`src/rtl/mset_pkg.sv`:
```
package mset_pkg;

  // Table geometry
  localparam int SLOTS    = 8;
  localparam int SLOT_W   = (SLOTS > 1) ? $clog2(SLOTS) : 1;
  localparam int MAX_FIRE = 8;
  localparam int NFIRE_W  = $clog2(MAX_FIRE + 1);

  // Timing constants
  localparam logic [7:0]  REP_PERIOD_MAX = 8'd255;
  localparam logic [31:0] DUE_NEVER      = 32'hFFFF_FFFF;
  localparam logic [2:0]  JIT_LAST       = 3'd6;  // now mod 7 runs 0..6

  // Command codes
  localparam logic [1:0] CMD_TICK  = 2'd0;
  localparam logic [1:0] CMD_REG   = 2'd1;
  localparam logic [1:0] CMD_CLEAR = 2'd2;
  localparam logic [1:0] CMD_NOP   = 2'd3;

  // Slot modes
  localparam logic [2:0] MODE_SINGLE     = 3'd0;
  localparam logic [2:0] MODE_SINGLE_IMM = 3'd1;
  localparam logic [2:0] MODE_PERIOD     = 3'd2;
  localparam logic [2:0] MODE_PERIOD_IMM = 3'd3;
  localparam logic [2:0] MODE_REP        = 3'd4;
  localparam logic [2:0] MODE_REP_IMM    = 3'd5;

  // Result status codes
  localparam logic [1:0] ST_OK      = 2'd0;
  localparam logic [1:0] ST_FULL    = 2'd1;
  localparam logic [1:0] ST_BADMODE = 2'd2;

  typedef struct packed {
    logic [1:0]  cmd;
    logic [7:0]  handler;
    logic [3:0]  label;
    logic [2:0]  mode;
    logic [15:0] period;
    logic [7:0]  runs;
  } in_item_t;

  typedef struct packed {
    logic [1:0] status;
    logic       fired;
    logic [2:0] slot;
    logic [7:0] fired_handler;
    logic [3:0] fired_label;
    logic       last;
  } out_item_t;

  // Controller to datapath
  typedef struct packed {
    logic latch;       // take the input transaction
    logic tick_start;  // advance time, start a scan
    logic reg_emit;    // finish a register command
    logic clr_emit;    // finish a clear command
    logic scan_step;   // examine the current slot
    logic flush_emit;  // send the held result as the last one
  } ctl_cmd_t;

  // Datapath to controller
  typedef struct packed {
    logic out_free;
    logic hit;
    logic held_v;
    logic scan_last;
  } ctl_sts_t;

  // Low three bits of a slot index for the result field
  function automatic logic [2:0] slot_field(input logic [SLOT_W-1:0] idx);
    logic [SLOT_W+2:0] ext;
    ext = {3'b000, idx};
    return ext[2:0];
  endfunction

endpackage

```
`src/rtl/multi_slot_event_timer.sv`:
```
// Channel   Direction  Payload     Handshake
// in_       input      in_item_t   in_valid / in_stall
// out_      output     out_item_t  out_valid / out_stall
//
// A tick is accepted, then scans one slot per cycle unless an output stall holds the scan,
// then sends the held result, if any, as the last; the single compare-and-update unit steps the table.
// Register and clear send one result once the output is free; an unused command sends none.
// Synchronous active-low reset empties every slot and zeroes the millisecond counter.
// Output stalls pause the scan only when a second fired result must leave; the input is
// stalled from acceptance of a tick, register or clear until its last result is loaded.
module multi_slot_event_timer (
  input  logic                clk,
  input  logic                rst_n,
  input  logic                in_valid,
  output logic                in_stall,
  input  mset_pkg::in_item_t  in_data,
  output logic                out_valid,
  input  logic                out_stall,
  output mset_pkg::out_item_t out_data
);
  import mset_pkg::*;

  ctl_cmd_t cmd;
  ctl_sts_t sts;

  mset_ctrl u_ctrl (
    .clk      (clk),
    .rst_n    (rst_n),
    .in_valid (in_valid),
    .in_cmd   (in_data.cmd),
    .sts      (sts),
    .in_stall (in_stall),
    .cmd      (cmd)
  );

  mset_dp u_dp (
    .clk       (clk),
    .rst_n     (rst_n),
    .in_data   (in_data),
    .out_stall (out_stall),
    .cmd       (cmd),
    .sts       (sts),
    .out_valid (out_valid),
    .out_data  (out_data)
  );

endmodule

```
`src/rtl/mset_ctrl.sv`:
```
module mset_ctrl (
  input  logic              clk,
  input  logic              rst_n,
  input  logic              in_valid,
  input  logic [1:0]        in_cmd,
  input  mset_pkg::ctl_sts_t sts,
  output logic              in_stall,
  output mset_pkg::ctl_cmd_t cmd
);
  import mset_pkg::*;

  localparam logic [2:0] S_IDLE  = 3'd0;
  localparam logic [2:0] S_REG   = 3'd1;
  localparam logic [2:0] S_CLR   = 3'd2;
  localparam logic [2:0] S_SCAN  = 3'd3;
  localparam logic [2:0] S_FLUSH = 3'd4;

  logic [2:0] state_r, state_nxt;
  logic       step_ok;

  // A firing slot may only displace the held result into a free output register
  assign step_ok = !(sts.hit && sts.held_v && !sts.out_free);
  // No transaction is taken while in reset
  assign in_stall = !rst_n || (state_r != S_IDLE);

  always_comb begin
    state_nxt = state_r;
    cmd       = '0;
    case (state_r)
      S_IDLE: begin
        if (in_valid) begin
          cmd.latch = 1'b1;
          case (in_cmd)
            CMD_TICK: begin
              cmd.tick_start = 1'b1;
              state_nxt      = S_SCAN;
            end
            CMD_REG:   state_nxt = S_REG;
            CMD_CLEAR: state_nxt = S_CLR;
            default:   state_nxt = S_IDLE;
          endcase
        end
      end
      S_REG: begin
        if (sts.out_free) begin
          cmd.reg_emit = 1'b1;
          state_nxt    = S_IDLE;
        end
      end
      S_CLR: begin
        if (sts.out_free) begin
          cmd.clr_emit = 1'b1;
          state_nxt    = S_IDLE;
        end
      end
      S_SCAN: begin
        if (step_ok) begin
          cmd.scan_step = 1'b1;
          if (sts.scan_last) state_nxt = S_FLUSH;
        end
      end
      S_FLUSH: begin
        if (!sts.held_v) begin
          state_nxt = S_IDLE;
        end else if (sts.out_free) begin
          cmd.flush_emit = 1'b1;
          state_nxt      = S_IDLE;
        end
      end
      default: state_nxt = S_IDLE;
    endcase
  end

  always_ff @(posedge clk) begin
    if (!rst_n) state_r <= S_IDLE;
    else        state_r <= state_nxt;
  end

endmodule

```
`src/rtl/mset_dp.sv`:
```
module mset_dp (
  input  logic                clk,
  input  logic                rst_n,
  input  mset_pkg::in_item_t  in_data,
  input  logic                out_stall,
  input  mset_pkg::ctl_cmd_t  cmd,
  output mset_pkg::ctl_sts_t  sts,
  output logic                out_valid,
  output mset_pkg::out_item_t out_data
);
  import mset_pkg::*;

  // Time base
  logic [31:0] now_r;
  logic [2:0]  jit_r;   // now_r mod 7

  // Slot table
  logic [3:0]  lbl_r  [SLOTS];
  logic [2:0]  mode_r [SLOTS];
  logic [15:0] ctx_r  [SLOTS];
  logic [31:0] due_r  [SLOTS];
  logic [7:0]  hnd_r  [SLOTS];

  // Scan and result staging
  in_item_t          item_r;
  logic [SLOT_W-1:0] idx_r;
  logic [NFIRE_W-1:0] nfire_r;
  out_item_t         held_r;
  logic              held_v_r;
  out_item_t         out_r;
  logic              out_v_r;

  logic              found;
  logic [SLOT_W-1:0] fidx;
  logic              mode_ok;
  logic              reg_ok;
  logic [7:0]        rep_per;
  logic [15:0]       reg_ctx;
  logic [31:0]       reg_due;
  logic              hit;
  logic [7:0]        cur_cnt;
  logic              out_ld;
  out_item_t         out_nxt;
  out_item_t         fire_res;

  // Lowest-numbered empty slot
  always_comb begin
    found = 1'b0;
    fidx  = '0;
    for (int i = SLOTS - 1; i >= 0; i--) begin
      if (lbl_r[i] == 4'd0) begin
        found = 1'b1;
        fidx  = SLOT_W'(i);
      end
    end
  end

  // Register command: context and first due time
  always_comb begin
    mode_ok = (item_r.mode <= MODE_REP_IMM);
    reg_ok  = mode_ok && found;
    rep_per = (item_r.period > 16'(REP_PERIOD_MAX)) ? REP_PERIOD_MAX : item_r.period[7:0];
    if (item_r.mode inside {MODE_REP, MODE_REP_IMM}) reg_ctx = {item_r.runs, rep_per};
    else                                             reg_ctx = item_r.period;
    case (item_r.mode)
      MODE_SINGLE:             reg_due = now_r + 32'(jit_r) + 32'(reg_ctx);
      MODE_SINGLE_IMM:         reg_due = now_r + 32'(reg_ctx);
      MODE_PERIOD, MODE_REP:   reg_due = now_r + 32'(jit_r);
      default:                 reg_due = now_r;
    endcase
  end

  // Current scan slot
  assign hit     = (lbl_r[idx_r] != 4'd0) && (due_r[idx_r] <= now_r)
                   && (nfire_r < NFIRE_W'(MAX_FIRE));
  assign cur_cnt = ctx_r[idx_r][15:8];

  always_comb begin
    fire_res               = '0;
    fire_res.status        = ST_OK;
    fire_res.fired         = 1'b1;
    fire_res.slot          = slot_field(idx_r);
    fire_res.fired_handler = hnd_r[idx_r];
    fire_res.fired_label   = lbl_r[idx_r];
  end

  assign sts.out_free  = !out_v_r || !out_stall;
  assign sts.hit       = hit;
  assign sts.held_v    = held_v_r;
  assign sts.scan_last = (idx_r == SLOT_W'(SLOTS - 1));

  // Output register load
  always_comb begin
    out_ld  = 1'b0;
    out_nxt = held_r;
    if (cmd.reg_emit) begin
      out_ld  = 1'b1;
      out_nxt = '0;
      out_nxt.last = 1'b1;
      if (!mode_ok) begin
        out_nxt.status = ST_BADMODE;
      end else if (!found) begin
        out_nxt.status = ST_FULL;
      end else begin
        out_nxt.status = ST_OK;
        out_nxt.slot   = slot_field(fidx);
      end
    end else if (cmd.clr_emit) begin
      out_ld  = 1'b1;
      out_nxt = '0;
      out_nxt.last = 1'b1;
    end else if (cmd.flush_emit) begin
      out_ld  = 1'b1;
      out_nxt.last = 1'b1;
    end else if (cmd.scan_step && hit && held_v_r) begin
      out_ld  = 1'b1;
      out_nxt.last = 1'b0;
    end
  end

  always_ff @(posedge clk) begin
    if (!rst_n) begin
      out_v_r <= 1'b0;
    end else if (out_ld) begin
      out_v_r <= 1'b1;
    end else if (!out_stall) begin
      out_v_r <= 1'b0;
    end
  end

  always_ff @(posedge clk) begin
    if (out_ld) out_r <= out_nxt;
  end

  assign out_valid = out_v_r;
  assign out_data  = out_r;

  // Input transaction capture
  always_ff @(posedge clk) begin
    if (cmd.latch) item_r <= in_data;
  end

  // Millisecond counter and its residue mod 7 (2^32 is 4 mod 7, so wrap resets it)
  always_ff @(posedge clk) begin
    if (!rst_n) begin
      now_r <= '0;
      jit_r <= '0;
    end else if (cmd.tick_start) begin
      now_r <= now_r + 32'd1;
      if (now_r == DUE_NEVER || jit_r == JIT_LAST) jit_r <= '0;
      else                                         jit_r <= jit_r + 3'd1;
    end
  end

  // Scan control and held result
  always_ff @(posedge clk) begin
    if (!rst_n) begin
      idx_r    <= '0;
      nfire_r  <= '0;
      held_v_r <= 1'b0;
    end else if (cmd.tick_start) begin
      idx_r    <= '0;
      nfire_r  <= '0;
      held_v_r <= 1'b0;
    end else if (cmd.scan_step) begin
      if (idx_r != SLOT_W'(SLOTS - 1)) idx_r <= idx_r + SLOT_W'(1);
      if (hit) begin
        nfire_r  <= nfire_r + NFIRE_W'(1);
        held_v_r <= 1'b1;
      end
    end else if (cmd.flush_emit) begin
      held_v_r <= 1'b0;
    end
  end

  always_ff @(posedge clk) begin
    if (cmd.scan_step && hit) held_r <= fire_res;
  end

  // Slot table updates
  always_ff @(posedge clk) begin
    if (!rst_n || cmd.clr_emit) begin
      for (int i = 0; i < SLOTS; i++) begin
        lbl_r[i]  <= '0;
        mode_r[i] <= '0;
        ctx_r[i]  <= '0;
        due_r[i]  <= DUE_NEVER;
        hnd_r[i]  <= '0;
      end
    end else if (cmd.reg_emit && reg_ok) begin
      lbl_r[fidx]  <= item_r.label;
      mode_r[fidx] <= item_r.mode;
      ctx_r[fidx]  <= reg_ctx;
      due_r[fidx]  <= reg_due;
      hnd_r[fidx]  <= item_r.handler;
    end else if (cmd.scan_step && hit) begin
      case (mode_r[idx_r])
        MODE_PERIOD, MODE_PERIOD_IMM: begin
          mode_r[idx_r] <= MODE_PERIOD;
          due_r[idx_r]  <= now_r + 32'(ctx_r[idx_r]);
        end
        MODE_REP, MODE_REP_IMM: begin
          // Count down; the last run turns the slot into a one-shot
          if (cur_cnt > 8'd1) begin
            mode_r[idx_r] <= MODE_REP;
            ctx_r[idx_r]  <= {cur_cnt - 8'd1, ctx_r[idx_r][7:0]};
          end else begin
            mode_r[idx_r] <= MODE_SINGLE;
            ctx_r[idx_r]  <= {8'd0, ctx_r[idx_r][7:0]};
          end
          due_r[idx_r] <= now_r + 32'(ctx_r[idx_r][7:0]);
        end
        default: begin
          lbl_r[idx_r]  <= '0;
          mode_r[idx_r] <= '0;
          ctx_r[idx_r]  <= '0;
          due_r[idx_r]  <= DUE_NEVER;
          hnd_r[idx_r]  <= '0;
        end
      endcase
    end
  end

endmodule

```
`config.mk`:
```
export PLATFORM = sky130hd
export DESIGN_NAME = multi_slot_event_timer
export DESIGN_NICKNAME = d
export VERILOG_FILES = /design/src/rtl/mset_pkg.sv /design/src/rtl/multi_slot_event_timer.sv /design/src/rtl/mset_ctrl.sv /design/src/rtl/mset_dp.sv
export SDC_FILE = /design/constraint.sdc
export NUM_CORES = 1
export LEC_CHECK = 0
export BUFFER_PORTS_ARGS = -buffer_cell sky130_fd_sc_hd__buf_2
export CAP_MARGIN = 20
export CORE_MARGIN = 10
export CORE_UTILIZATION = 42
export DETAILED_ROUTE_END_ITERATION = 10
export SLEW_MARGIN = 20
export SYNTH_ARGS = -nofsm -noshare
export SYNTH_HDL_FRONTEND = slang
export SYNTH_HIERARCHICAL = 1
export SYNTH_SLANG_ARGS = --single-unit
```
`constraint.sdc`:
```
create_clock -name clk -period 18.6 [get_ports clk]
set_input_delay 3.72 -clock clk [delete_from_list [all_inputs] [get_ports clk]]
set_output_delay 3.72 -clock clk [all_outputs]
set_load 0.02 [all_outputs]
```
[Word level (Yosys, flattened, before mapping)]
Memory sizes are Yosys's and may differ from the RTL's. A register that Yosys moved wholly into a read port is not among the register bits.
Index checks and enable logic that the tools add are counted.
Cells by class
  mux-type cells: 131
  reduce and logical (&&, ||, !) cells: 53
  magnitude comparators: 5
  $add $sub $neg: 10
  bitwise gates (word level): 8
  equality and inequality tests: 23
Operators by type and width (number)
  $mux 32: 4
  $mux 3: 39
  $add 32x16->32: 3
  $mux 16: 6
  $pmux 32 s3: 1
  $mux 1: 70
  $reduce_or 32->1: 2
  $add 32x1->32 const B: 1
  $add 32x3->32: 1
  $add 32x8->32: 1
  $eq 32x32->1 const B: 1
  $le 32x32->1: 1
  $logic_not 4->1: 8
  $reduce_or 16->1: 2
  $mux 8: 3
  $eq 3x3->1 const B: 7
  $mux 19: 1
  $gt 16x8->1 const B: 1
  $reduce_or 8->1: 2
  $eq 3x2->1 const B: 5
  $pmux 3 s4: 1
  $reduce_or 2->1: 6
  $reduce_or 4->1: 3
  $reduce_or 3->1: 3
  other kinds (27): 58
Storage, ports and cells
  memory bits (writable): 504
  bits of input ports: 45
  output and inout port bits: 21
  memories: 5
  word-level logic and storage cells: 255
  register bits: 112
Memory list
  u_dp.due_r: words 8, bits a word 32, rd ports 1, clocked after memory_dff 1, write ports 8, line mset_dp.sv:21  | logic [31:0] due_r [SLOTS];
  u_dp.ctx_r: words 8, bits a word 16, rd ports 1, clocked after memory_dff 1, write ports 8, line mset_dp.sv:20  | logic [15:0] ctx_r [SLOTS];
  u_dp.hnd_r: words 8, bits a word 8, rd ports 1, clocked after memory_dff 1, write ports 8, line mset_dp.sv:22  | logic [7:0] hnd_r [SLOTS];
  u_dp.lbl_r: words 8, bits a word 4, rd ports 9, clocked after memory_dff 1, write ports 8, line mset_dp.sv:18  | logic [3:0] lbl_r [SLOTS];
  u_dp.mode_r: words 8, bits a word 3, rd ports 1, clocked after memory_dff 1, write ports 8, line mset_dp.sv:19  | logic [2:0] mode_r [SLOTS];

[Depth between registers and ports, before layout]
An unclocked memory read counts as a cell.
  word-level depth: 20
  mapped depth: 36
  gate-level depth less buffers: 25

[Hierarchy]
Netlist, hierarchy kept.
By module, submodules not included
  mset_dp: area an instance 32240.9 sq um, seq. area each 18027.3 sq um, cells an instance 2621, instances 1
  mset_ctrl: area an instance 256.5 sq um, seq. area each 60.1 sq um, cells an instance 32, instances 1

[Least setup slack after synthesis]
Ideal clock, no wire load.
  path type: input-to-reg
  start point: input port out_stall
  end point: memory u_dp.due_r[4][0] (enable)
  cell stages on the path: 11
  path slack: 10.177 ns
  path buffers: 2
  data required time: 18.134 ns
  setup time: 0.466 ns
  arrival time: 7.957 ns
  cell sequence: and2_1 inv_1 and3_1 a21boi_0 a21boi_0 and4b_4 and2_1 buf_6 a21o_1 buf_6 o21ai_0
RTL lines
  start: declaration: line multi_slot_event_timer.sv:18  | input logic out_stall,
  end: declaration: line mset_dp.sv:21

==> impl_metrics.py <==
metrics = {
    "clock_tree": {
        "clk_latency_ns": 0.64,
        "numCtsBuffers": 70,
        "cts_sinks": 619,
        "h-tree-depth": 3,
        "tritoncts": "built",
        "cts-root-buf": "clkbuf_16",
        "postCtsHoldBufs": 0,
        "post_cts_resized": 0,
        "cts_buffer_depth": 3,
        "cts.clk_slew.worst_paths_ns": 0.06,
        "cts_setup_buffers": 0,
    },
    "placement": {
        "place.gp.congestion": 0.948,
        "dp_hpwl_microns": 62100,
        "io_buffers": 65,
        "place_ws_ns": 9.45,
    },
    "logic_synthesis": {
        "synth_seq_cells": 619,
        "synth-edff-count": 569,
        "syn_nets": 2776,
        "ys.flop_type": "edfxtp_1",
        "synth_top_area_share_pct": 52.6,
        "synth.most_common_cell": "edfxtp_1",
        "synth.top_cells.by_area": "edfxtp_1, mux4_2, nand2_1, dfxtp_1, ha_1",
        "yosysTopAreaCell": "edfxtp_1",
        "async_flop_share_pct": 0,
        "syn_inst": 2653,
        "synth_area_sq_um": 32500,
        "synth_cell_type_count": 95,
        "synth_warnings": 6,
        "synth_commonest_cells": "edfxtp_1, nand2_1, nor2_1",
        "synth_area_per_cell_sq_um": 12.2,
        "seq_area_frac_synth_pct": 55.7,
    },
    "grt": {
        "antenna_found_initial": 0,
        "grt_pass1_wl_microns": 145000,
        "globalRouteOverflowTotal": 0,
        "grt_use_total_pct": 21.3,
        "grt_max_degree": 51,
        "grt_pass1_vias": 22800,
    },
    "layout": {
        "n_antenna_cell": 0,
        "synthToLayoutAreaGrowth_pct": 11.7,
        "final_layout_size_suffix_gt1_share_pct": 18.5,
        "regArea_sq_um": 18100,
        "num-nets-final": 2802,
        "multi_input_area_sq_um": 13700,
        "fillerInstances": 6865,
    },
    "drt": {
        "drt_iter0_drc": 2112,
        "wirelength_microns": 96800,
        "via_count": 22500,
        "firstDrtPassIters": 6,
        "drc_errors": 0,
        "top_layer": "met4",
        "ant_nets": 0,
        "vias_per_cell": 5.97,
        "drt-met1-wl_microns": 40500,
        "wl_per_cell_microns": 25.7,
        "wl_met2_microns": 45900,
        "wl_met3_microns": 6440,
    },
    "setup_path": {
        "end_kind": "register",
        "ff2ff_path_depth": 27,
        "r2r_slack_ns": 9.85,
        "critPathLaunchType": "register",
        "cp.required_ns": 18.94,
        "crit_fanout": 43,
        "critPathArrivalTime_ns": 9.09,
        "reg2reg_to": "u_dp/due_r[7][17]$_SDFFCE_PN1P_",
        "path_class": "reg2reg",
    },
    "floorplan": {
        "die-area_sq_um": 88900,
        "pin_count": 66,
        "initial_utilization_pct": 42.6,
        "die_w_microns": 298,
        "fp.dieH_microns": 298,
        "num_rows": 101,
        "core-area_sq_um": 76300,
    },
    "sta": {
        "rsz0062_at_grt": "false",
        "worst_slack_ns": 9.85,
        "fin_crit_ns": 8.75,
        "worst_slew_pin_slew_ns": 1.22,
        "fmax_mhz": 114,
        "report.final.slew_viol_count": 0,
        "relSlewSlack_pct": 18.8,
        "finalSetupViolations": 0,
        "min_period_over_period_pct": 47.0,
        "finalClockSkew_ns": 0.0307,
        "setup_tns_ns": 0,
        "hold_violations": 0,
    },
    "power": {
        "clkPwrFrac_pct": 43.1,
        "power.leakage_nw": 11.2,
        "powerDensity_nw_per_um2": 87.6,
        "p_seq_share_pct": 49.9,
        "internal_power_mw": 2.42,
        "p_sw_mw": 0.765,
        "p_comb_share_pct": 7.0,
        "p_sw_share_pct": 24.1,
        "peakVddDrop_mv": 0.0859,
    },
    "worst_hold_path": {
        "hold_depth": 2,
        "hold_start": "u_dp/nfire_r[3]$_SDFFE_PP0N_",
        "hold_end": "u_dp/nfire_r[3]$_SDFFE_PP0N_",
        "hp-class": "reg2reg",
    },
    "run": {
        "max-cap-violations": 0,
    },
    "status": {
        "outcome": "finished clean",
    },
}
-- metrics by stage --
step	hold slack (ns)	total power, mW	cell area (sq um)	util (%)	cells
2_1_floorplan	0.426	1.74	32500	-	2653
3_3_place_gp	0.457	1.83	33900	44.5	3636
3_5_place_dp	0.452	1.84	34000	44.5	3637
4_1_cts	0.466	3.21	36300	47.5	3763
5_1_grt	0.483	3.29	36300	47.6	3763
6_report	0.460	3.18	36300	47.6	3763
-- kinds of logic after synthesis --
logic type,count (synthesis),synth area share [%]
compound gates,394,8.27
mux,207,11.4
flops,619,55.7
fa+ha+maj,78,3.07
xor+xnor,100,2.70
simple gates,1036,15.9
buf+inv,219,3.06
-- sequential cells by signal, indices dropped and copies added, names as in the netlist, 16 cells and up, named ones only --
| name | flops |
|---|---|
| u_dp/mode_r | 16 |
| u_dp/item_r | 39 |
| u_dp/due_r | 256 |
| u_dp/ctx_r | 128 |
| u_dp/hnd_r | 64 |
| u_dp/out_data | 19 |
| u_dp/now_r | 32 |
| u_dp/lbl_r | 32 |
-- power by group through the flow --
stage	logic, mW	clock network, mW	registers, mW
after floorplan	0.130	0	1.61
after global placement	0.215	0	1.61
after detailed placement	0.220	0	1.62
after CTS	0.221	1.40	1.59
after global routing	0.238	1.46	1.59
final	0.222	1.37	1.59
-- worst max-delay path, cell delays in order, from the launching register on --
cell and delay [ns]:
dfxtp_4 0.77, buf_4 0.78, mux4_2 0.59, mux2_2 0.36
ha_1 0.32, nand3_1 0.11, or3_1 0.40, o2111a_1 0.25
o31ai_1 0.07, o21a_1 0.39, and2_1 0.25, nand3b_1 0.11
and3_2 0.24, and4b_4 0.23, nand2_1 0.07, buf_4 0.48
nor2_1 0.27, nor2_1 0.17, ha_1 0.31, a21o_1 0.23
a211o_1 0.29, a31oi_1 0.24, nor3_1 0.17, or2_2 0.34
nand2_1 0.13, xnor2_1 0.09, o22ai_1 0.52, nand2_1 0.16
-- layout by cell type (no fill, tap or decap), drive strengths merged, types with 61 or more instances in the layout --
cell	Yosys	final
a21oi	78	78
clkbuf	70	98
mux4	124	124
ha	75	75
buf	94	118
and2	145	145
xnor2	88	88
nand2	340	340
o21ai	118	118
mux2	61	61
nor2	235	235
edfxtp	569	569
-- layer usage --
| metal | global-route usage (%) | vias to the layer above |
|---|---|---|
| li1 | - | 9995 |
| met1 | 28.2 | 11400 |
| met2 | 34.6 | 875 |
| met3 | 3.07 | 178 |
| met4 | 8.73 | 0 |
| met5 | 0 | - |
-- worst max path at each step --
stage	start	end	slack, ns	cells after the start
finish	register	u_dp/due_r[7][17]$_SDFFCE_PN1P_	9.85	27
global route	register	u_dp/due_r[7][30]$_SDFFCE_PN1P_	9.10	27
CTS	register	u_dp/due_r[7][17]$_SDFFCE_PN1P_	9.76	27
detailed placement	rst_n	u_dp/due_r[7][17]$_SDFFCE_PN1P_	9.45	18
global placement	rst_n	u_dp/due_r[4][30]$_SDFFCE_PN1P_	9.55	18
floorplan	out_stall	u_dp/due_r[4][0]$_SDFFCE_PN1P_	10.18	11
-- layout make-up --
class                   count  area share (%)
clock inverters            28            1.11
repair buffers            118            1.99
multi-input cells        1815            37.7
well taps                1030            3.55
clock buffers              98            5.22
flip-flops and latches    619            49.8
inverters                  55           0.569
Power figures use the tool's default switching activity.
